File: src/hdl/three_axis_average_deadband_defines.svh
// Assertion macros shared by the three-axis average block.
`ifndef THREE_AXIS_AVERAGE_DEADBAND_DEFINES_SVH
`define THREE_AXIS_AVERAGE_DEADBAND_DEFINES_SVH

`ifndef ASSERT_OFF
// same-cycle implication, sampled on clk, held off during reset
`define ASSERT_IMP(label, ante, cons) \
  label: assert property (@(posedge clk) disable iff (!rst_n) (ante) |-> (cons)) \
    else $error("assertion failed");
// next-cycle implication
`define ASSERT_NEXT(label, ante, cons) \
  label: assert property (@(posedge clk) disable iff (!rst_n) (ante) |=> (cons)) \
    else $error("assertion failed");
`else
`define ASSERT_IMP(label, ante, cons)
`define ASSERT_NEXT(label, ante, cons)
`endif

`endif

File: src/hdl/tadb_pkg.sv
// Package: sizes, register indexes and controller/datapath signal groups.
`default_nettype none
package tadb_pkg;

  localparam int DEPTH    = 5;
  localparam int AXIS_W   = 16;
  localparam int PERIOD_W = 16;
  localparam int THR_W    = 15;
  localparam int CFG_IDX_W  = 4;
  localparam int CFG_DATA_W = 16;

  localparam int SLOT_W = (DEPTH > 1) ? $clog2(DEPTH) : 1;
  localparam int FILL_W = $clog2(DEPTH + 1);
  localparam int SUM_W  = AXIS_W + $clog2(DEPTH) + 1;
  localparam int DCNT_W = $clog2(SUM_W);
  localparam int LANES  = 3;

  localparam logic [CFG_IDX_W-1:0] CFG_SAMPLE_PERIOD    = CFG_IDX_W'(0);
  localparam logic [CFG_IDX_W-1:0] CFG_CHANGE_THRESHOLD = CFG_IDX_W'(1);

  localparam logic [PERIOD_W-1:0] PERIOD_RESET = PERIOD_W'(100);
  localparam logic [THR_W-1:0]    THR_RESET    = THR_W'(205);

  typedef struct packed {
    logic load;      // write sample into rings, restart summation
    logic sum_en;    // add one ring entry per lane
    logic div_init;  // load divider from sums
    logic div_en;    // one quotient bit per lane
    logic commit;    // latch means into sent and output registers
  } cmd_t;

  typedef struct packed {
    logic sum_last;
    logic div_last;
    logic moved;
    logic out_busy;
  } sts_t;

endpackage
`default_nettype wire

File: src/hdl/tadb_if.sv
// Valid/ready channel interfaces for sample items and mean items.
`default_nettype none
interface tadb_in_if;
  logic                                valid;
  logic                                ready;
  logic                                sample_valid;
  logic signed [tadb_pkg::AXIS_W-1:0] accel_x;
  logic signed [tadb_pkg::AXIS_W-1:0] accel_y;
  logic signed [tadb_pkg::AXIS_W-1:0] accel_z;

  modport source (output valid, sample_valid, accel_x, accel_y, accel_z, input ready);
  modport sink   (input valid, sample_valid, accel_x, accel_y, accel_z, output ready);
endinterface

interface tadb_out_if;
  logic                                valid;
  logic                                ready;
  logic signed [tadb_pkg::AXIS_W-1:0] mean_x;
  logic signed [tadb_pkg::AXIS_W-1:0] mean_y;
  logic signed [tadb_pkg::AXIS_W-1:0] mean_z;

  modport source (output valid, mean_x, mean_y, mean_z, input ready);
  modport sink   (input valid, mean_x, mean_y, mean_z, output ready);
endinterface
`default_nettype wire

File: src/hdl/tadb_ctrl.sv
// Controller: tick counter, firing decision and sequencing of sum/divide/compare.
`default_nettype none
module tadb_ctrl (
  input  wire logic                            clk,
  input  wire logic                            rst_n,
  input  wire logic                            in_fire,
  input  wire logic                            sample_valid,
  input  wire logic [tadb_pkg::PERIOD_W-1:0]   sample_period,
  input  wire tadb_pkg::sts_t                  sts,
  output tadb_pkg::cmd_t                       cmd,
  output logic                                 in_ready
);

  localparam logic [2:0] S_IDLE  = 3'd0;
  localparam logic [2:0] S_SUM   = 3'd1;
  localparam logic [2:0] S_DINIT = 3'd2;
  localparam logic [2:0] S_DIV   = 3'd3;
  localparam logic [2:0] S_CMP   = 3'd4;

  logic [2:0]                    state_r, state_nxt;
  logic [tadb_pkg::PERIOD_W-1:0] elapsed_r, elapsed_nxt, elapsed_inc;
  logic                          fire;

  // counter saturates at all ones; a period of zero fires every tick
  assign elapsed_inc = (elapsed_r == {tadb_pkg::PERIOD_W{1'b1}}) ? elapsed_r
                                                                  : elapsed_r + 1'b1;
  assign fire = (elapsed_inc >= sample_period);

  always_comb begin
    elapsed_nxt = elapsed_r;
    if (in_fire) begin
      elapsed_nxt = fire ? '0 : elapsed_inc;
    end
  end

  always_comb begin
    state_nxt = state_r;
    cmd       = '0;
    in_ready  = 1'b0;
    unique case (state_r)
      S_IDLE: begin
        in_ready = 1'b1;
        if (in_fire && fire && sample_valid) begin
          cmd.load  = 1'b1;
          state_nxt = S_SUM;
        end
      end
      S_SUM: begin
        cmd.sum_en = 1'b1;
        if (sts.sum_last) state_nxt = S_DINIT;
      end
      S_DINIT: begin
        cmd.div_init = 1'b1;
        state_nxt    = S_DIV;
      end
      S_DIV: begin
        cmd.div_en = 1'b1;
        if (sts.div_last) state_nxt = S_CMP;
      end
      S_CMP: begin
        if (!sts.moved) begin
          state_nxt = S_IDLE;
        end else if (!sts.out_busy) begin
          cmd.commit = 1'b1;
          state_nxt  = S_IDLE;
        end
      end
      default: state_nxt = S_IDLE;
    endcase
  end

  always_ff @(posedge clk) begin
    if (!rst_n) begin
      state_r   <= S_IDLE;
      elapsed_r <= '0;
    end else begin
      state_r   <= state_nxt;
      elapsed_r <= elapsed_nxt;
    end
  end

endmodule
`default_nettype wire

File: src/hdl/tadb_dp.sv
// Datapath: ring buffers, per-axis accumulators, bit-serial dividers, send-on-delta.
`default_nettype none
module tadb_dp (
  input  wire logic                                clk,
  input  wire logic                                rst_n,
  input  wire tadb_pkg::cmd_t                      cmd,
  output tadb_pkg::sts_t                           sts,
  input  wire logic signed [tadb_pkg::AXIS_W-1:0]  accel_x,
  input  wire logic signed [tadb_pkg::AXIS_W-1:0]  accel_y,
  input  wire logic signed [tadb_pkg::AXIS_W-1:0]  accel_z,
  input  wire logic [tadb_pkg::THR_W-1:0]          change_threshold,
  input  wire logic                                out_ready,
  output logic                                     out_valid,
  output logic signed [tadb_pkg::AXIS_W-1:0]       mean_x,
  output logic signed [tadb_pkg::AXIS_W-1:0]       mean_y,
  output logic signed [tadb_pkg::AXIS_W-1:0]       mean_z
);

  localparam int AW = tadb_pkg::AXIS_W;
  localparam int SW = tadb_pkg::SUM_W;
  localparam int FW = tadb_pkg::FILL_W;
  localparam int NL = tadb_pkg::LANES;

  logic signed [AW-1:0]          ring_r [NL][tadb_pkg::DEPTH];
  logic [tadb_pkg::SLOT_W-1:0]   slot_r, idx_r, slot_inc;
  logic [FW-1:0]                 fill_r;
  logic [tadb_pkg::DCNT_W-1:0]   dcnt_r;
  logic                          has_sent_r, out_valid_r;

  logic signed [SW-1:0]          acc_r  [NL];
  logic [SW-1:0]                 quo_r  [NL];
  logic [FW-1:0]                 rem_r  [NL];
  logic                          neg_r  [NL];
  logic signed [AW-1:0]          sent_r [NL];
  logic signed [AW-1:0]          omean_r[NL];

  logic signed [AW-1:0]          smp    [NL];
  logic [FW:0]                   trial  [NL];
  logic                          ge     [NL];
  logic signed [AW-1:0]          mean   [NL];
  logic signed [AW:0]            diff   [NL];
  logic [AW:0]                   adiff  [NL];
  logic                          over   [NL];

  assign smp[0] = accel_x;
  assign smp[1] = accel_y;
  assign smp[2] = accel_z;

  assign slot_inc = (slot_r == tadb_pkg::SLOT_W'(tadb_pkg::DEPTH - 1)) ? '0 : slot_r + 1'b1;

  always_comb begin
    for (int l = 0; l < NL; l++) begin
      // restoring step: remainder stays below the fill count
      trial[l] = {rem_r[l], quo_r[l][SW-1]};
      ge[l]    = (trial[l] >= {1'b0, fill_r});
      // quotient magnitude fits 16 bits, low bits negate exactly
      mean[l]  = neg_r[l] ? -$signed(quo_r[l][AW-1:0]) : $signed(quo_r[l][AW-1:0]);
      diff[l]  = (AW+1)'(mean[l]) - (AW+1)'(sent_r[l]);
      adiff[l] = diff[l][AW] ? (AW+1)'(-diff[l]) : (AW+1)'(diff[l]);
      over[l]  = (adiff[l] > {2'b00, change_threshold});
    end
  end

  assign sts.sum_last = ((FW'(idx_r) + FW'(1)) == fill_r);
  assign sts.div_last = (dcnt_r == '0);
  assign sts.moved    = !has_sent_r || over[0] || over[1] || over[2];
  assign sts.out_busy = out_valid_r && !out_ready;

  always_ff @(posedge clk) begin
    if (!rst_n) begin
      slot_r      <= '0;
      fill_r      <= '0;
      idx_r       <= '0;
      dcnt_r      <= '0;
      has_sent_r  <= 1'b0;
      out_valid_r <= 1'b0;
    end else begin
      if (cmd.load) begin
        slot_r <= slot_inc;
        idx_r  <= '0;
        if (fill_r != FW'(tadb_pkg::DEPTH)) fill_r <= fill_r + 1'b1;
      end
      if (cmd.sum_en)   idx_r  <= idx_r + 1'b1;
      if (cmd.div_init) dcnt_r <= tadb_pkg::DCNT_W'(SW - 1);
      if (cmd.div_en)   dcnt_r <= dcnt_r - 1'b1;
      if (cmd.commit) begin
        has_sent_r  <= 1'b1;
        out_valid_r <= 1'b1;
      end else if (out_ready) begin
        out_valid_r <= 1'b0;
      end
    end
  end

  // payload registers, no reset; ring entries are read only once written
  always_ff @(posedge clk) begin
    for (int l = 0; l < NL; l++) begin
      if (cmd.load) begin
        ring_r[l][slot_r] <= smp[l];
        acc_r[l]          <= '0;
      end
      if (cmd.sum_en) acc_r[l] <= acc_r[l] + SW'(ring_r[l][idx_r]);
      if (cmd.div_init) begin
        neg_r[l] <= acc_r[l][SW-1];
        quo_r[l] <= acc_r[l][SW-1] ? SW'(-acc_r[l]) : SW'(acc_r[l]);
        rem_r[l] <= '0;
      end
      if (cmd.div_en) begin
        rem_r[l] <= ge[l] ? FW'(trial[l] - {1'b0, fill_r}) : trial[l][FW-1:0];
        quo_r[l] <= {quo_r[l][SW-2:0], ge[l]};
      end
      if (cmd.commit) begin
        sent_r[l]  <= mean[l];
        omean_r[l] <= mean[l];
      end
    end
  end

  // sent means have no reset; only read once has_sent is set
  assign out_valid = out_valid_r;
  assign mean_x    = omean_r[0];
  assign mean_y    = omean_r[1];
  assign mean_z    = omean_r[2];

endmodule
`default_nettype wire

File: src/hdl/three_axis_average_deadband.sv
// An item that does not fire the period counter, or fires with an invalid sample, is
// finished when it is taken in IDLE. A firing valid item passes IDLE (load), SUM (one
// ring entry per filled slot), DINIT, the 20-step bit-serial DIV and CMP; CMP holds a
// new mean item while the previous one is unaccepted. One item is in work at a time.
// Reset (synchronous, rst_n low): counters, fill count and sent flag clear, sample_period
// returns to 100 and change_threshold to 205; no clearing pass.
`default_nettype none
`include "three_axis_average_deadband_defines.svh"
module three_axis_average_deadband (
  input  wire logic                                clk,
  input  wire logic                                rst_n,
  tadb_in_if.sink                                  in_ch,
  tadb_out_if.source                               out_ch,
  input  wire logic                                cfg_we,
  input  wire logic [tadb_pkg::CFG_IDX_W-1:0]      cfg_index,
  input  wire logic [tadb_pkg::CFG_DATA_W-1:0]     cfg_wdata
);

  logic [tadb_pkg::PERIOD_W-1:0] sample_period_r;
  logic [tadb_pkg::THR_W-1:0]    change_threshold_r;
  tadb_pkg::cmd_t                cmd;
  tadb_pkg::sts_t                sts;
  logic                          in_ready;
  logic                          in_fire;

  always_ff @(posedge clk) begin
    if (!rst_n) begin
      sample_period_r    <= tadb_pkg::PERIOD_RESET;
      change_threshold_r <= tadb_pkg::THR_RESET;
    end else if (cfg_we) begin
      unique case (cfg_index)
        tadb_pkg::CFG_SAMPLE_PERIOD:    sample_period_r    <= cfg_wdata[tadb_pkg::PERIOD_W-1:0];
        tadb_pkg::CFG_CHANGE_THRESHOLD: change_threshold_r <= cfg_wdata[tadb_pkg::THR_W-1:0];
        default: ;
      endcase
    end
  end

  assign in_ch.ready = in_ready;
  assign in_fire     = in_ch.valid && in_ready;

  tadb_ctrl u_ctrl (
    .clk           (clk),
    .rst_n         (rst_n),
    .in_fire       (in_fire),
    .sample_valid  (in_ch.sample_valid),
    .sample_period (sample_period_r),
    .sts           (sts),
    .cmd           (cmd),
    .in_ready      (in_ready)
  );

  tadb_dp u_dp (
    .clk              (clk),
    .rst_n            (rst_n),
    .cmd              (cmd),
    .sts              (sts),
    .accel_x          (in_ch.accel_x),
    .accel_y          (in_ch.accel_y),
    .accel_z          (in_ch.accel_z),
    .change_threshold (change_threshold_r),
    .out_ready        (out_ch.ready),
    .out_valid        (out_ch.valid),
    .mean_x           (out_ch.mean_x),
    .mean_y           (out_ch.mean_y),
    .mean_z           (out_ch.mean_z)
  );

  `ASSERT_NEXT(a_load_blocks_input, cmd.load, !in_ch.ready)
  `ASSERT_IMP(a_commit_into_free_slot, cmd.commit, !sts.out_busy)
  `ASSERT_IMP(a_sum_div_exclusive, cmd.sum_en, !cmd.div_en && !in_ch.ready)
  `ASSERT_NEXT(a_commit_shows_item, cmd.commit, out_ch.valid)

endmodule
`default_nettype wire

File: src/flat_wrapper.sv
// flat-port wrapper written by rule: the top's interface ports become plain ports
module three_axis_average_deadband_flat 
  (clk, rst_n, cfg_we, cfg_index, cfg_wdata, in_ch_valid, in_ch_sample_valid, in_ch_accel_x, in_ch_accel_y, in_ch_accel_z, in_ch_ready, out_ch_valid, out_ch_mean_x, out_ch_mean_y, out_ch_mean_z, out_ch_ready);
  tadb_in_if in_ch_i ();
  tadb_out_if out_ch_i ();
  input  wire logic clk;
  input  wire logic rst_n;
  input  wire logic cfg_we;
  input  wire logic [tadb_pkg::CFG_IDX_W-1:0] cfg_index;
  input  wire logic [tadb_pkg::CFG_DATA_W-1:0] cfg_wdata;
  input wire logic [$bits(in_ch_i.valid)-1:0] in_ch_valid;
  input wire logic [$bits(in_ch_i.sample_valid)-1:0] in_ch_sample_valid;
  input wire logic [$bits(in_ch_i.accel_x)-1:0] in_ch_accel_x;
  input wire logic [$bits(in_ch_i.accel_y)-1:0] in_ch_accel_y;
  input wire logic [$bits(in_ch_i.accel_z)-1:0] in_ch_accel_z;
  output wire logic [$bits(in_ch_i.ready)-1:0] in_ch_ready;
  output wire logic [$bits(out_ch_i.valid)-1:0] out_ch_valid;
  output wire logic [$bits(out_ch_i.mean_x)-1:0] out_ch_mean_x;
  output wire logic [$bits(out_ch_i.mean_y)-1:0] out_ch_mean_y;
  output wire logic [$bits(out_ch_i.mean_z)-1:0] out_ch_mean_z;
  input wire logic [$bits(out_ch_i.ready)-1:0] out_ch_ready;
  assign in_ch_i.valid = in_ch_valid;
  assign in_ch_i.sample_valid = in_ch_sample_valid;
  assign in_ch_i.accel_x = in_ch_accel_x;
  assign in_ch_i.accel_y = in_ch_accel_y;
  assign in_ch_i.accel_z = in_ch_accel_z;
  assign in_ch_ready = in_ch_i.ready;
  assign out_ch_valid = out_ch_i.valid;
  assign out_ch_mean_x = out_ch_i.mean_x;
  assign out_ch_mean_y = out_ch_i.mean_y;
  assign out_ch_mean_z = out_ch_i.mean_z;
  assign out_ch_i.ready = out_ch_ready;
  three_axis_average_deadband u_core (.clk(clk), .rst_n(rst_n), .in_ch(in_ch_i), .out_ch(out_ch_i), .cfg_we(cfg_we), .cfg_index(cfg_index), .cfg_wdata(cfg_wdata));
endmodule
File: config.mk
export PLATFORM = sky130hd
export DESIGN_NAME = three_axis_average_deadband_flat
export DESIGN_NICKNAME = d
export VERILOG_FILES = /design/src/hdl/tadb_pkg.sv /design/src/hdl/tadb_if.sv /design/src/hdl/tadb_ctrl.sv /design/src/hdl/tadb_dp.sv /design/src/hdl/three_axis_average_deadband.sv /design/src/flat_wrapper.sv
export VERILOG_INCLUDE_DIRS = /design/src /design/src/hdl
export SDC_FILE = /design/constraint.sdc
export NUM_CORES = 1
export LEC_CHECK = 0
export ABC_CLOCK_PERIOD_IN_PS = 7050
export BUFFER_PORTS_ARGS = -buffer_cell sky130_fd_sc_hd__buf_2
export CORE_ASPECT_RATIO = 1.1
export CORE_MARGIN = 4
export CORE_UTILIZATION = 25
export CTS_BUF_LIST = sky130_fd_sc_hd__clkbuf_8
export DETAILED_ROUTE_END_ITERATION = 8
export PLACE_DENSITY = 0.45
export SYNTH_ARGS = -nofsm -noshare
export SYNTH_HDL_FRONTEND = slang
export SYNTH_HIERARCHICAL = 1
export SYNTH_SLANG_ARGS = --single-unit
File: constraint.sdc
create_clock -name clk -period 7.05 [get_ports clk]
set_clock_uncertainty 0.15 [all_clocks]
set_input_delay 0.3525 -clock clk [delete_from_list [all_inputs] [get_ports clk]]
set_output_delay 0.3525 -clock clk [all_outputs]
set_load 0.01 [all_outputs]
==> results of run 1 <==
[Yosys cell counts, drive strengths merged, types with 45 or more instances]
master / instances / share of area, %
mux4: 45 / 3.6
nand2: 244 / 3.3
dfxtp: 66 / 4.7
a22o: 53 / 1.7
inv: 146 / 2.0
o21ai: 153 / 2.7
xor2: 104 / 3.3
edfxtp: 420 / 45
xnor2: 114 / 3.6
a21oi: 106 / 1.9
nor2: 151 / 2.1
ha: 192 / 8.6
clkbuf: 57 / 0.77
[final cells by class]
class	instances	area [sq um]
fill	11500	77900
sequential	486	13900
multi-input combinational	1757	13200
tap	1495	1870
timing repair buffer	225	1570
clock buffer	96	1320
inverter	146	548
clock inverter	67	365
antenna	3	7.51
[logic make-up after synthesis]
| group | Yosys count | share of synthesized area (%) |
|---|---|---|
| simple gates | 702 | 12.5 |
| compound gates | 546 | 13.0 |
| flops | 486 | 50.0 |
| buf+inv | 219 | 3.06 |
| xor+xnor | 218 | 6.88 |
| fa+ha+maj | 201 | 9.27 |
| mux | 89 | 5.24 |
[what timing repair did]
| action | CTS | global route |
|---|---|---|
| gates cloned | 1 | 0 |
| setup buffers | 0 | 1 |
| hold buffers | 71 | 0 |
| endpoints found under the setup margin | 20 | 53 |
| pin swaps | 1 | 5 |
| gates resized for setup | 0 | 9 |
| endpoints found under the hold margin | 273 | 0 |
[worst max-delay path: cells and delay by family (launching register included)]
kind | cells | cell delay [ns]
AO/OA/AOI/OAI | 13 | 2.38
XOR/XNOR | 2 | 0.50
flip-flops | 1 | 0.43
adder cells (fa/ha/maj) | 3 | 0.75
AND/OR/NAND/NOR | 12 | 1.80
buffers and inverters | 2 | 0.35
[power by group through the flow]
| stage | sequential [mW] | combinational (mW) | clock, mW |
|---|---|---|---|
| after floorplan | 3.17 | 0.0337 | 0 |
| after global placement | 3.17 | 0.0839 | 0 |
| after detailed placement | 3.17 | 0.0848 | 0 |
| after CTS | 3.11 | 0.117 | 2.70 |
| after global routing | 3.11 | 0.128 | 2.83 |
| final | 3.11 | 0.115 | 2.57 |
[per-stage QoR]
stage	hold slack, ns	std cells	power, mW	util, %
after floorplan	0.285	2461	3.20	-
after global placement	0.292	4036	3.25	27.4
after detailed placement	0.298	4036	3.25	27.4
after CTS	0.00908	4271	5.92	29.6
after global routing	0.0412	4274	6.07	29.6
final	0.100	4275	5.79	29.6
[registers in the layout, summed over array words and instances, names as in the netlist, 3 cells and up]
signal	flops
u_core/change_threshold_r	15
u_core/u_dp/rem_r	9
u_core/u_dp/neg_r	3
u_core/u_dp/fill_r	3
u_core/u_ctrl/elapsed_r	16
u_core/u_dp/idx_r	3
u_core/sample_period_r	16
u_core/u_dp/sent_r	48
u_core/u_dp/slot_r	3
u_core/u_ctrl/state_r	3
u_core/u_dp/dcnt_r	5
u_core/u_dp/quo_r	60
u_core/u_dp/acc_r	60
u_core/u_dp/ring_r	240
[worst max-delay path by stage]
stage	start	endpoint	depth (start not counted)
after floorplan	u_core/u_dp/quo_r[2][0]	u_core/u_dp/sent_r[0][0]	29
after global placement	u_core/u_dp/quo_r[1][4]	u_core/u_dp/sent_r[0][12]	28
after detailed placement	u_core/u_dp/quo_r[1][4]	u_core/u_dp/sent_r[0][14]	28
after CTS	u_core/u_dp/quo_r[1][4]	u_core/u_dp/sent_r[0][28]	28
after global routing	u_core/u_dp/quo_r[0][0]	u_core/u_ctrl/state_r[1]	31
final	u_core/u_dp/quo_r[2][0]	u_core/u_ctrl/state_r[1]	32
[per-layer routing]
metal,track usage (%),vias up
met5,0,-
met1,15.5,9116
met2,20.4,284
met4,4.13,0
li1,-,9678
met3,2.31,112
==> report_table.html, run 1 <==
<table>
<tr><th>Metric</th><th>Value</th></tr>
<tr><th colspan="2">Floorplan</th></tr>
<tr><td>Number of cell rows</td><td>roughly 130</td></tr>
<tr><td>I/O pin cnt</td><td>about 120</td></tr>
<tr><td>Area of the die</td><td>0.117 sq mm</td></tr>
<tr><td>Initial core utilization</td><td>about a quarter</td></tr>
<tr><td>Floorplan core area</td><td>roughly 0.11 sq mm</td></tr>
<tr><td>Horizontal die dimension</td><td>about 330 microns</td></tr>
<tr><td>DIE HEIGHT</td><td>358 microns</td></tr>
<tr><th colspan="2">Setup path</th></tr>
<tr><td>Slack of the worst reg-to-reg path</td><td>0.61 ns</td></tr>
<tr><td>Reg-to-reg endpoint</td><td>u_core/u_ctrl/state_r[1]</td></tr>
<tr><td>Worst path arrival time</td><td>6.92 ns</td></tr>
<tr><td>Required arrival time at the worst endpoint</td><td>about 7.5 ns</td></tr>
<tr><td>Largest fanout on the critical path</td><td>17</td></tr>
<tr><td>R2R Path Start</td><td>u_core/u_dp/quo_r[2][0]</td></tr>
<tr><td>Cell with the largest stage delay on the worst path</td><td>sky130_fd_sc_hd__edfxtp_1</td></tr>
<tr><td>Type of element capturing the critical path</td><td>flip-flop</td></tr>
<tr><td>Crit path kind</td><td>flip-flop to flip-flop</td></tr>
<tr><td>Startpoint kind of the worst setup timing path</td><td>flip-flop</td></tr>
<tr><td>Delay of the slowest cell on the worst path</td><td>about 0.43 ns</td></tr>
<tr><td>Length in cells of the worst reg-to-reg path</td><td>32</td></tr>
<tr><th colspan="2">Route</th></tr>
<tr><td>Initial DRT Pass Iterations</td><td>5</td></tr>
<tr><td>Met1 routed wirelength after detailed routing</td><td>32600 microns</td></tr>
<tr><td>First DRT Iteration DRCs</td><td>900</td></tr>
<tr><td>Average detailed-routed wire length per instance</td><td>~17 microns</td></tr>
<tr><td>Top layer in use</td><td>met4</td></tr>
<tr><td>Via density</td><td>roughly 4.5</td></tr>
<tr><td>Final Routed Wirelength</td><td>a little over 70000 microns</td></tr>
<tr><td>Post-detailed-route DRC marker count</td><td>0</td></tr>
<tr><td>Met3 wire len</td><td>approximately 2700 microns</td></tr>
<tr><td>Via count</td><td>19200</td></tr>
<tr><td>Antenna-violating nets left</td><td>0</td></tr>
<tr><td>Met2 Routed Length</td><td>around 34000 microns</td></tr>
<tr><th colspan="2">Synth</th></tr>
<tr><td>Post-synthesis instance total</td><td>2461</td></tr>
<tr><td>Number of storage elements in the synthesis netlist</td><td>486</td></tr>
<tr><td>Synth async-reset ratio</td><td>0%</td></tr>
<tr><td>Top FF cell, synth</td><td>sky130_fd_sc_hd__edfxtp_1</td></tr>
<tr><td>Yosys warning count</td><td>6</td></tr>
<tr><td>Seq/Total Area, Yosys</td><td>roughly half</td></tr>
<tr><td>Synthesized Nets</td><td>~2700</td></tr>
<tr><td>Number of distinct library cell variants in the gate-level netlist after synthesis</td><td>91</td></tr>
<tr><td>Netlist area before placement</td><td>roughly 0.028 sq mm</td></tr>
<tr><td>Mean instance size in the synthesized netlist</td><td>approximately 11 sq um</td></tr>
<tr><td>Post-synth EDFFs</td><td>420</td></tr>
<tr><th colspan="2">Global routing</th></tr>
<tr><td>Via count of the first global-routing pass</td><td>a little under 20000</td></tr>
<tr><td>Initial antenna violation count</td><td>6</td></tr>
<tr><td>Pin count of the biggest net entering global routing</td><td>88</td></tr>
<tr><td>Overflow left after global routing</td><td>0</td></tr>
<tr><td>First-pass GRT wire length</td><td>112000 microns</td></tr>
<tr><td>Global-route usage over all layers</td><td>12.1%</td></tr>
<tr><th colspan="2">CTS</th></tr>
<tr><td>Worst-case clock buffer depth</td><td>3</td></tr>
<tr><td>CTS H-tree depth</td><td>3</td></tr>
<tr><td>Clock Root Buffer</td><td>sky130_fd_sc_hd__clkbuf_8</td></tr>
<tr><td>TritonCTS clock tree</td><td>built</td></tr>
<tr><td>Count of clock tree sinks</td><td>a little under 500</td></tr>
<tr><td>Worst-skew pair later-pin latency</td><td>around 0.72 ns</td></tr>
<tr><td>Number of clock buffers inserted by TritonCTS</td><td>92</td></tr>
<tr><td>Clock transition at the registers of the reported paths</td><td>approximately 0.06 ns</td></tr>
<tr><th colspan="2">Power</th></tr>
<tr><td>Sequential cell fraction of total power</td><td>between 50% and 60%</td></tr>
<tr><td>LEAKAGE</td><td>12.1 nW</td></tr>
<tr><td>Net switching power</td><td>about 1.3 mW</td></tr>
<tr><td>Power density relative to cell area</td><td>roughly 180 mW/mm^2</td></tr>
<tr><td>Share of total power in the clock network</td><td>around 44%</td></tr>
<tr><td>Max VDD drop</td><td>about 0.12 mV</td></tr>
<tr><td>Switching share of power</td><td>between 20 and 25%</td></tr>
<tr><td>Int Pwr</td><td>approximately 4.5 mW</td></tr>
<tr><td>Fraction of power consumed by combinational cells</td><td>approximately 2.0%</td></tr>
<tr><th colspan="2">Placed design</th></tr>
<tr><td>Pre-CTS setup slack</td><td>0.0181 ns</td></tr>
<tr><td>PortBufs</td><td>between 100 and 150</td></tr>
<tr><td>DP HPWL</td><td>slightly above 50000 microns</td></tr>
<tr><td>Post-placement cell area</td><td>roughly 0.030 sq mm</td></tr>
<tr><td>Placer's final routability congestion estimate</td><td>0.800</td></tr>
<tr><th colspan="2">STA</th></tr>
<tr><td>Maximum clock frequency</td><td>0.155 GHz</td></tr>
<tr><td>Final Hold Viols</td><td>0</td></tr>
<tr><td>Part of the cycle the worst path needs</td><td>between 90% and 100%</td></tr>
<tr><td>Transition time at the pin with the least slew margin</td><td>between 1 and 1.5 ns</td></tr>
<tr><td>Final worst path period need</td><td>roughly 6.4 ns</td></tr>
<tr><td>Headroom to the max-slew limit</td><td>a little over a quarter</td></tr>
<tr><td>Final critical-path setup slack</td><td>between 0.6 and 0.7 ns</td></tr>
<tr><td>Count of final max-slew check failures</td><td>0</td></tr>
<tr><td>Unrepaired setup endpoints after global routing</td><td>true</td></tr>
<tr><td>Post-route setup TNS</td><td>0 ns</td></tr>
<tr><td>Total of endpoints with negative setup slack in the final report</td><td>0</td></tr>
<tr><th colspan="2">Final layout</th></tr>
<tr><td>Design area</td><td>roughly 0.033 sq mm</td></tr>
<tr><td>Most common library cell in the layout ignoring fill and taps</td><td>sky130_fd_sc_hd__edfxtp_1</td></tr>
<tr><td>Fraction of layout instances using a drive strength above 1</td><td>13.3%</td></tr>
<tr><td>Synthesis-to-layout area growth</td><td>17.8%</td></tr>
<tr><td>Count of nets after finishing</td><td>approximately 3000</td></tr>
<tr><td>Commonest cells after routing, fill and taps aside</td><td>sky130_fd_sc_hd__edfxtp_1, sky130_fd_sc_hd__nand2_1, sky130_fd_sc_hd__ha_1</td></tr>
<tr><th colspan="2">Hold path</th></tr>
<tr><td>Worst Hold Path Cells</td><td>3</td></tr>
<tr><td>Terminating pin of the worst hold path</td><td>u_core/change_threshold_r[0]</td></tr>
<tr><td>Hold Crit Start</td><td>rst_n</td></tr>
<tr><td>Class of the worst hold path</td><td>input pin to flip-flop</td></tr>
<tr><th colspan="2">Status</th></tr>
<tr><td>Status</td><td>complete, no violations</td></tr>
<tr><th colspan="2">Flow run</th></tr>
<tr><td>Max cap viols</td><td>0</td></tr>
</table>
No activity file was read; power rests on OpenSTA's default activity.
==> run 2, diff against run 1 <==
--- a/config.mk
+++ b/config.mk
@@ -6,14 +6,13 @@
 export SDC_FILE = /design/constraint.sdc
 export NUM_CORES = 1
 export LEC_CHECK = 0
-export ABC_CLOCK_PERIOD_IN_PS = 7050
+export ABC_CLOCK_PERIOD_IN_PS = 7700
 export BUFFER_PORTS_ARGS = -buffer_cell sky130_fd_sc_hd__buf_2
 export CORE_ASPECT_RATIO = 1.1
-export CORE_MARGIN = 4
 export CORE_UTILIZATION = 25
 export CTS_BUF_LIST = sky130_fd_sc_hd__clkbuf_8
 export DETAILED_ROUTE_END_ITERATION = 8
-export PLACE_DENSITY = 0.45
+export PLACE_DENSITY = 0.44
 export SYNTH_ARGS = -nofsm -noshare
 export SYNTH_HDL_FRONTEND = slang
 export SYNTH_HIERARCHICAL = 1
==> constraint.sdc (replaced) <==
create_clock -name clk -period 7.7 [get_ports clk]
set_clock_uncertainty 0.15 [all_clocks]
set_input_delay 0.385 -clock clk [delete_from_list [all_inputs] [get_ports clk]]
set_output_delay 0.385 -clock clk [all_outputs]
set_load 0.01 [all_outputs]
==> run 2 against run 1 <==
Clock power down 7%; flip-flop and latch count stayed put; critical endpoint unchanged; total power is 8.0% lower; non-clock buffer count decreased by 12; sequential share of layout area rose by 0.17 points; register-to-register slack improved by 0.27 ns; die area fell by 3.5%; via count increased by 1.5%; sequential power is 8.4% lower; fmax shrank 5.6%.
==> report_table.html, run 2 (synthesis gave the netlist of run 1 again) <==
<table>
<tr><th>Metric</th><th>Value</th></tr>
<tr><th colspan="2">CTS</th></tr>
<tr><td>Worst-skew pair later-pin latency</td><td>0.73 ns (about the same)</td></tr>
<tr><td>TritonCTS clock tree</td><td>built</td></tr>
<tr><td>Worst-case clock buffer depth</td><td>3 (unchanged)</td></tr>
<tr><td>Clock Root Buffer</td><td>sky130_fd_sc_hd__clkbuf_8</td></tr>
<tr><td>Count of clock tree sinks</td><td>486 (unchanged)</td></tr>
<tr><td>Clock transition at the registers of the reported paths</td><td>0.05 ns (about the same)</td></tr>
<tr><td>Setup Buffers After CTS</td><td>0 (unchanged)</td></tr>
<tr><td>Number of clock buffers inserted by TritonCTS</td><td>93 (+1.1%)</td></tr>
<tr><td>CTS H-tree depth</td><td>3 (unchanged)</td></tr>
<tr><th colspan="2">Global routing</th></tr>
<tr><td>Met1 Resource Use GR</td><td>15.6% (+0.088 points)</td></tr>
<tr><td>GRT met3 Usage</td><td>2.81% (+0.50 points)</td></tr>
<tr><td>Global-route usage over all layers</td><td>12.6% (+0.50 points)</td></tr>
<tr><td>First-pass GRT wire length</td><td>112000 microns (+0.40%)</td></tr>
<tr><td>Pin count of the biggest net entering global routing</td><td>92 (+4.5%)</td></tr>
<tr><td>Global-route met2 utilization</td><td>21.0% (+0.66 points)</td></tr>
<tr><td>Overflow left after global routing</td><td>0 (unchanged)</td></tr>
<tr><td>Layer with the highest usage</td><td>met2</td></tr>
<tr><td>Via count of the first global-routing pass</td><td>19900 (+2.3%)</td></tr>
<tr><td>Initial antenna violation count</td><td>8 (+2)</td></tr>
<tr><th colspan="2">Placed design</th></tr>
<tr><td>Placer's final routability congestion estimate</td><td>0.798 (-0.25%)</td></tr>
<tr><td>Post-placement cell area</td><td>0.0302 sq mm (-0.34%)</td></tr>
<tr><td>PortBufs</td><td>123 (unchanged)</td></tr>
<tr><td>Pre-CTS setup slack</td><td>0.870 ns (+0.851 ns)</td></tr>
<tr><td>DP HPWL</td><td>51400 microns (+1.5%)</td></tr>
<tr><th colspan="2">Setup path</th></tr>
<tr><td>Worst Path Buf+Inv</td><td>1 (-1)</td></tr>
<tr><td>Slack of the worst reg-to-reg path</td><td>0.87 ns (+0.27 ns)</td></tr>
<tr><td>Startpoint kind of the worst setup timing path</td><td>flip-flop</td></tr>
<tr><td>Delay of the slowest cell on the worst path</td><td>0.45 ns (+0.02 ns)</td></tr>
<tr><td>Type of element capturing the critical path</td><td>flip-flop</td></tr>
<tr><td>Worst path arrival time</td><td>7.31 ns (+0.39 ns)</td></tr>
<tr><td>Cell family with the largest share of critical-path delay</td><td>compound AO/OA/AOI/OAI gates</td></tr>
<tr><td>Crit path kind</td><td>flip-flop to flip-flop</td></tr>
<tr><td>Required arrival time at the worst endpoint</td><td>8.18 ns (+0.66 ns)</td></tr>
<tr><td>R2R Path Start</td><td>u_core/u_dp/quo_r[0][0]</td></tr>
<tr><td>Reg-to-reg endpoint</td><td>u_core/u_ctrl/state_r[1]</td></tr>
<tr><td>Length in cells of the worst reg-to-reg path</td><td>29 (-9.4%)</td></tr>
<tr><td>Cell with the largest stage delay on the worst path</td><td>sky130_fd_sc_hd__o31ai_1</td></tr>
<tr><td>Critical path depth</td><td>29 (-9.4%)</td></tr>
<tr><td>Largest fanout on the critical path</td><td>11 (-6)</td></tr>
<tr><th colspan="2">Floorplan</th></tr>
<tr><td>Number of cell rows</td><td>128 (unchanged)</td></tr>
<tr><td>Horizontal die dimension</td><td>320 microns (-1.8%)</td></tr>
<tr><td>Initial core utilization</td><td>25.2% (unchanged)</td></tr>
<tr><td>Floorplan core area</td><td>0.111 sq mm (unchanged)</td></tr>
<tr><td>DIE HEIGHT</td><td>352 microns (-1.7%)</td></tr>
<tr><td>I/O pin cnt</td><td>124 (unchanged)</td></tr>
<tr><td>Area of the die</td><td>0.113 sq mm (-3.5%)</td></tr>
<tr><th colspan="2">Status</th></tr>
<tr><td>Status</td><td>complete, no violations</td></tr>
<tr><th colspan="2">Route</th></tr>
<tr><td>Via density</td><td>4.57 (+1.8%)</td></tr>
<tr><td>Via count</td><td>19500 (+1.5%)</td></tr>
<tr><td>Initial DRT Pass Iterations</td><td>4 (-1)</td></tr>
<tr><td>Post-detailed-route DRC marker count</td><td>0 (unchanged)</td></tr>
<tr><td>Average detailed-routed wire length per instance</td><td>16.8 microns (+1.0%)</td></tr>
<tr><td>Final Routed Wirelength</td><td>71600 microns (+0.80%)</td></tr>
<tr><td>First DRT Iteration DRCs</td><td>960 (+6.7%)</td></tr>
<tr><td>Antenna-violating nets left</td><td>0 (unchanged)</td></tr>
<tr><th colspan="2">STA</th></tr>
<tr><td>Final worst path period need</td><td>6.83 ns (+0.383 ns)</td></tr>
<tr><td>Part of the cycle the worst path needs</td><td>88.7% (-2.7 points)</td></tr>
<tr><td>Final Hold Viols</td><td>0 (unchanged)</td></tr>
<tr><td>Total of endpoints with negative setup slack in the final report</td><td>0 (unchanged)</td></tr>
<tr><td>Headroom to the max-slew limit</td><td>28.7% (+1.3 points)</td></tr>
<tr><td>Post-route setup TNS</td><td>0 ns (unchanged)</td></tr>
<tr><td>Count of final max-slew check failures</td><td>0 (unchanged)</td></tr>
<tr><td>Transition time at the pin with the least slew margin</td><td>1.07 ns (-0.0189 ns)</td></tr>
<tr><td>Maximum clock frequency</td><td>0.146 GHz (-5.6%)</td></tr>
<tr><td>Final critical-path setup slack</td><td>0.872 ns (+0.267 ns)</td></tr>
<tr><td>Post-Route Hold Slack</td><td>0.103 ns (+0.00326 ns)</td></tr>
<tr><td>Unrepaired setup endpoints after global routing</td><td>false</td></tr>
<tr><th colspan="2">Power</th></tr>
<tr><td>Sequential cell fraction of total power</td><td>53.4% (-0.3 points)</td></tr>
<tr><td>Share of total power in the clock network</td><td>44.6% (+0.3 points)</td></tr>
<tr><td>Net switching power</td><td>1.21 mW (-8.0%)</td></tr>
<tr><td>Switching share of power</td><td>22.8% (about the same)</td></tr>
<tr><td>Int Pwr</td><td>4.12 mW (-7.9%)</td></tr>
<tr><td>Max VDD drop</td><td>0.118 mV (-3.6%)</td></tr>
<tr><td>Power density relative to cell area</td><td>163 mW/mm^2 (-7.6%)</td></tr>
<tr><td>Post-layout power</td><td>5.33 mW (-8.0%)</td></tr>
<tr><td>LEAKAGE</td><td>12.0 nW (-0.35%)</td></tr>
<tr><td>Fraction of power consumed by combinational cells</td><td>2.0% (about the same)</td></tr>
<tr><th colspan="2">Final layout</th></tr>
<tr><td>Most common library cell in the layout ignoring fill and taps</td><td>sky130_fd_sc_hd__edfxtp_1</td></tr>
<tr><td>Register with the most flip-flops</td><td>u_core/u_dp/ring_r</td></tr>
<tr><td>Design area</td><td>0.0327 sq mm (-0.39%)</td></tr>
<tr><td>Fraction of layout instances using a drive strength above 1</td><td>12.4% (-0.85 points)</td></tr>
<tr><td>Commonest cells after routing, fill and taps aside</td><td>sky130_fd_sc_hd__edfxtp_1, sky130_fd_sc_hd__nand2_1, sky130_fd_sc_hd__ha_1</td></tr>
<tr><td>Count of nets after finishing</td><td>2971 (-0.40%)</td></tr>
<tr><td>Synthesis-to-layout area growth</td><td>17.3%</td></tr>
<tr><td>Flip-flop count of the largest register after layout</td><td>240 (unchanged)</td></tr>
<tr><td>Filler Cells Inserted</td><td>11400 (-0.73%)</td></tr>
<tr><td>Largest registers in the final layout</td><td>u_core/u_dp/ring_r: 240 flops, u_core/u_dp/acc_r: 60 flops, u_core/u_dp/quo_r: 60 flops</td></tr>
<tr><th colspan="2">Hold path</th></tr>
<tr><td>Terminating pin of the worst hold path</td><td>u_core/sample_period_r[5]</td></tr>
<tr><td>Hold Crit Start</td><td>rst_n</td></tr>
<tr><td>Class of the worst hold path</td><td>input pin to flip-flop</td></tr>
<tr><td>Worst Hold Path Cells</td><td>3 (unchanged)</td></tr>
<tr><th colspan="2">Flow run</th></tr>
<tr><td>Max cap viols</td><td>0 (unchanged)</td></tr>
</table>
==> run 2: power groups by stage <==
stage | logic, mW | clock network [mW] | registers (mW)
after floorplan | 0.0309 | 0 | 2.90
after global placement | 0.0721 | 0 | 2.90
after detailed placement | 0.0760 | 0 | 2.90
after CTS | 0.107 | 2.49 | 2.85
after global routing | 0.117 | 2.59 | 2.85
final | 0.105 | 2.38 | 2.85
==> run 2: worst max path at each step <==
stage	start	endpoint	slack, ns
2_1_floorplan	u_core/u_dp/quo_r[2][0]	u_core/u_dp/sent_r[0][0]	0.16
3_3_place_gp	u_core/u_dp/quo_r[0][0]	u_core/u_ctrl/state_r[1]	0.84
3_5_place_dp	u_core/u_dp/quo_r[2][0]	u_core/u_dp/sent_r[0][15]	0.87
4_1_cts	u_core/u_dp/quo_r[0][0]	u_core/u_ctrl/state_r[1]	0.80
5_1_grt	u_core/u_dp/quo_r[0][0]	u_core/u_ctrl/state_r[1]	0.12
6_report	u_core/u_dp/quo_r[0][0]	u_core/u_ctrl/state_r[1]	0.87
==> run 2: worst register-to-register path: cells and delay by family (launching register included) <==
kind	cells	cell delay, ns
compound gates	13	3.21
xor+xnor	2	0.32
simple gates	10	1.66
flops	1	0.43
fa+ha+maj	3	0.85
buf+inv	1	0.14
==> run 2: routing by layer <==
metal / vias to the layer above / wire length, microns
met2: 326 / 33800
met5: - / 0
li1: 9650 / -
met4: 0 / 2410
met3: 129 / 3080
met1: 9382 / 32300
==> run 2: stage by stage <==
step | std cells | utilization, %
global route | 4266 | 29.5
CTS | 4261 | 29.5
detailed placement | 4023 | 27.3
finish | 4266 | 29.5
floorplan | 2461 | -
global placement | 4023 | 27.3
==> run 2: final cells by class <==
type	instances	area, sq um	share of cell area [%]
Antenna cell	5	12.5	0.0383
Clock buffer	95	1310	4.00
Clock inverter	70	390	1.19
Inverter	146	548	1.68
Multi-Input combinational cell	1756	13100	40.2
Sequential cell	486	13900	42.7
Tap cell	1495	1870	5.72
Timing Repair Buffer	213	1490	4.55
==> run 2: repair_timing <==
action                                 4_1_cts  5_1_grt
gates resized for setup                      0        0
endpoints found under the hold margin      274        0
hold buffers                                73        0
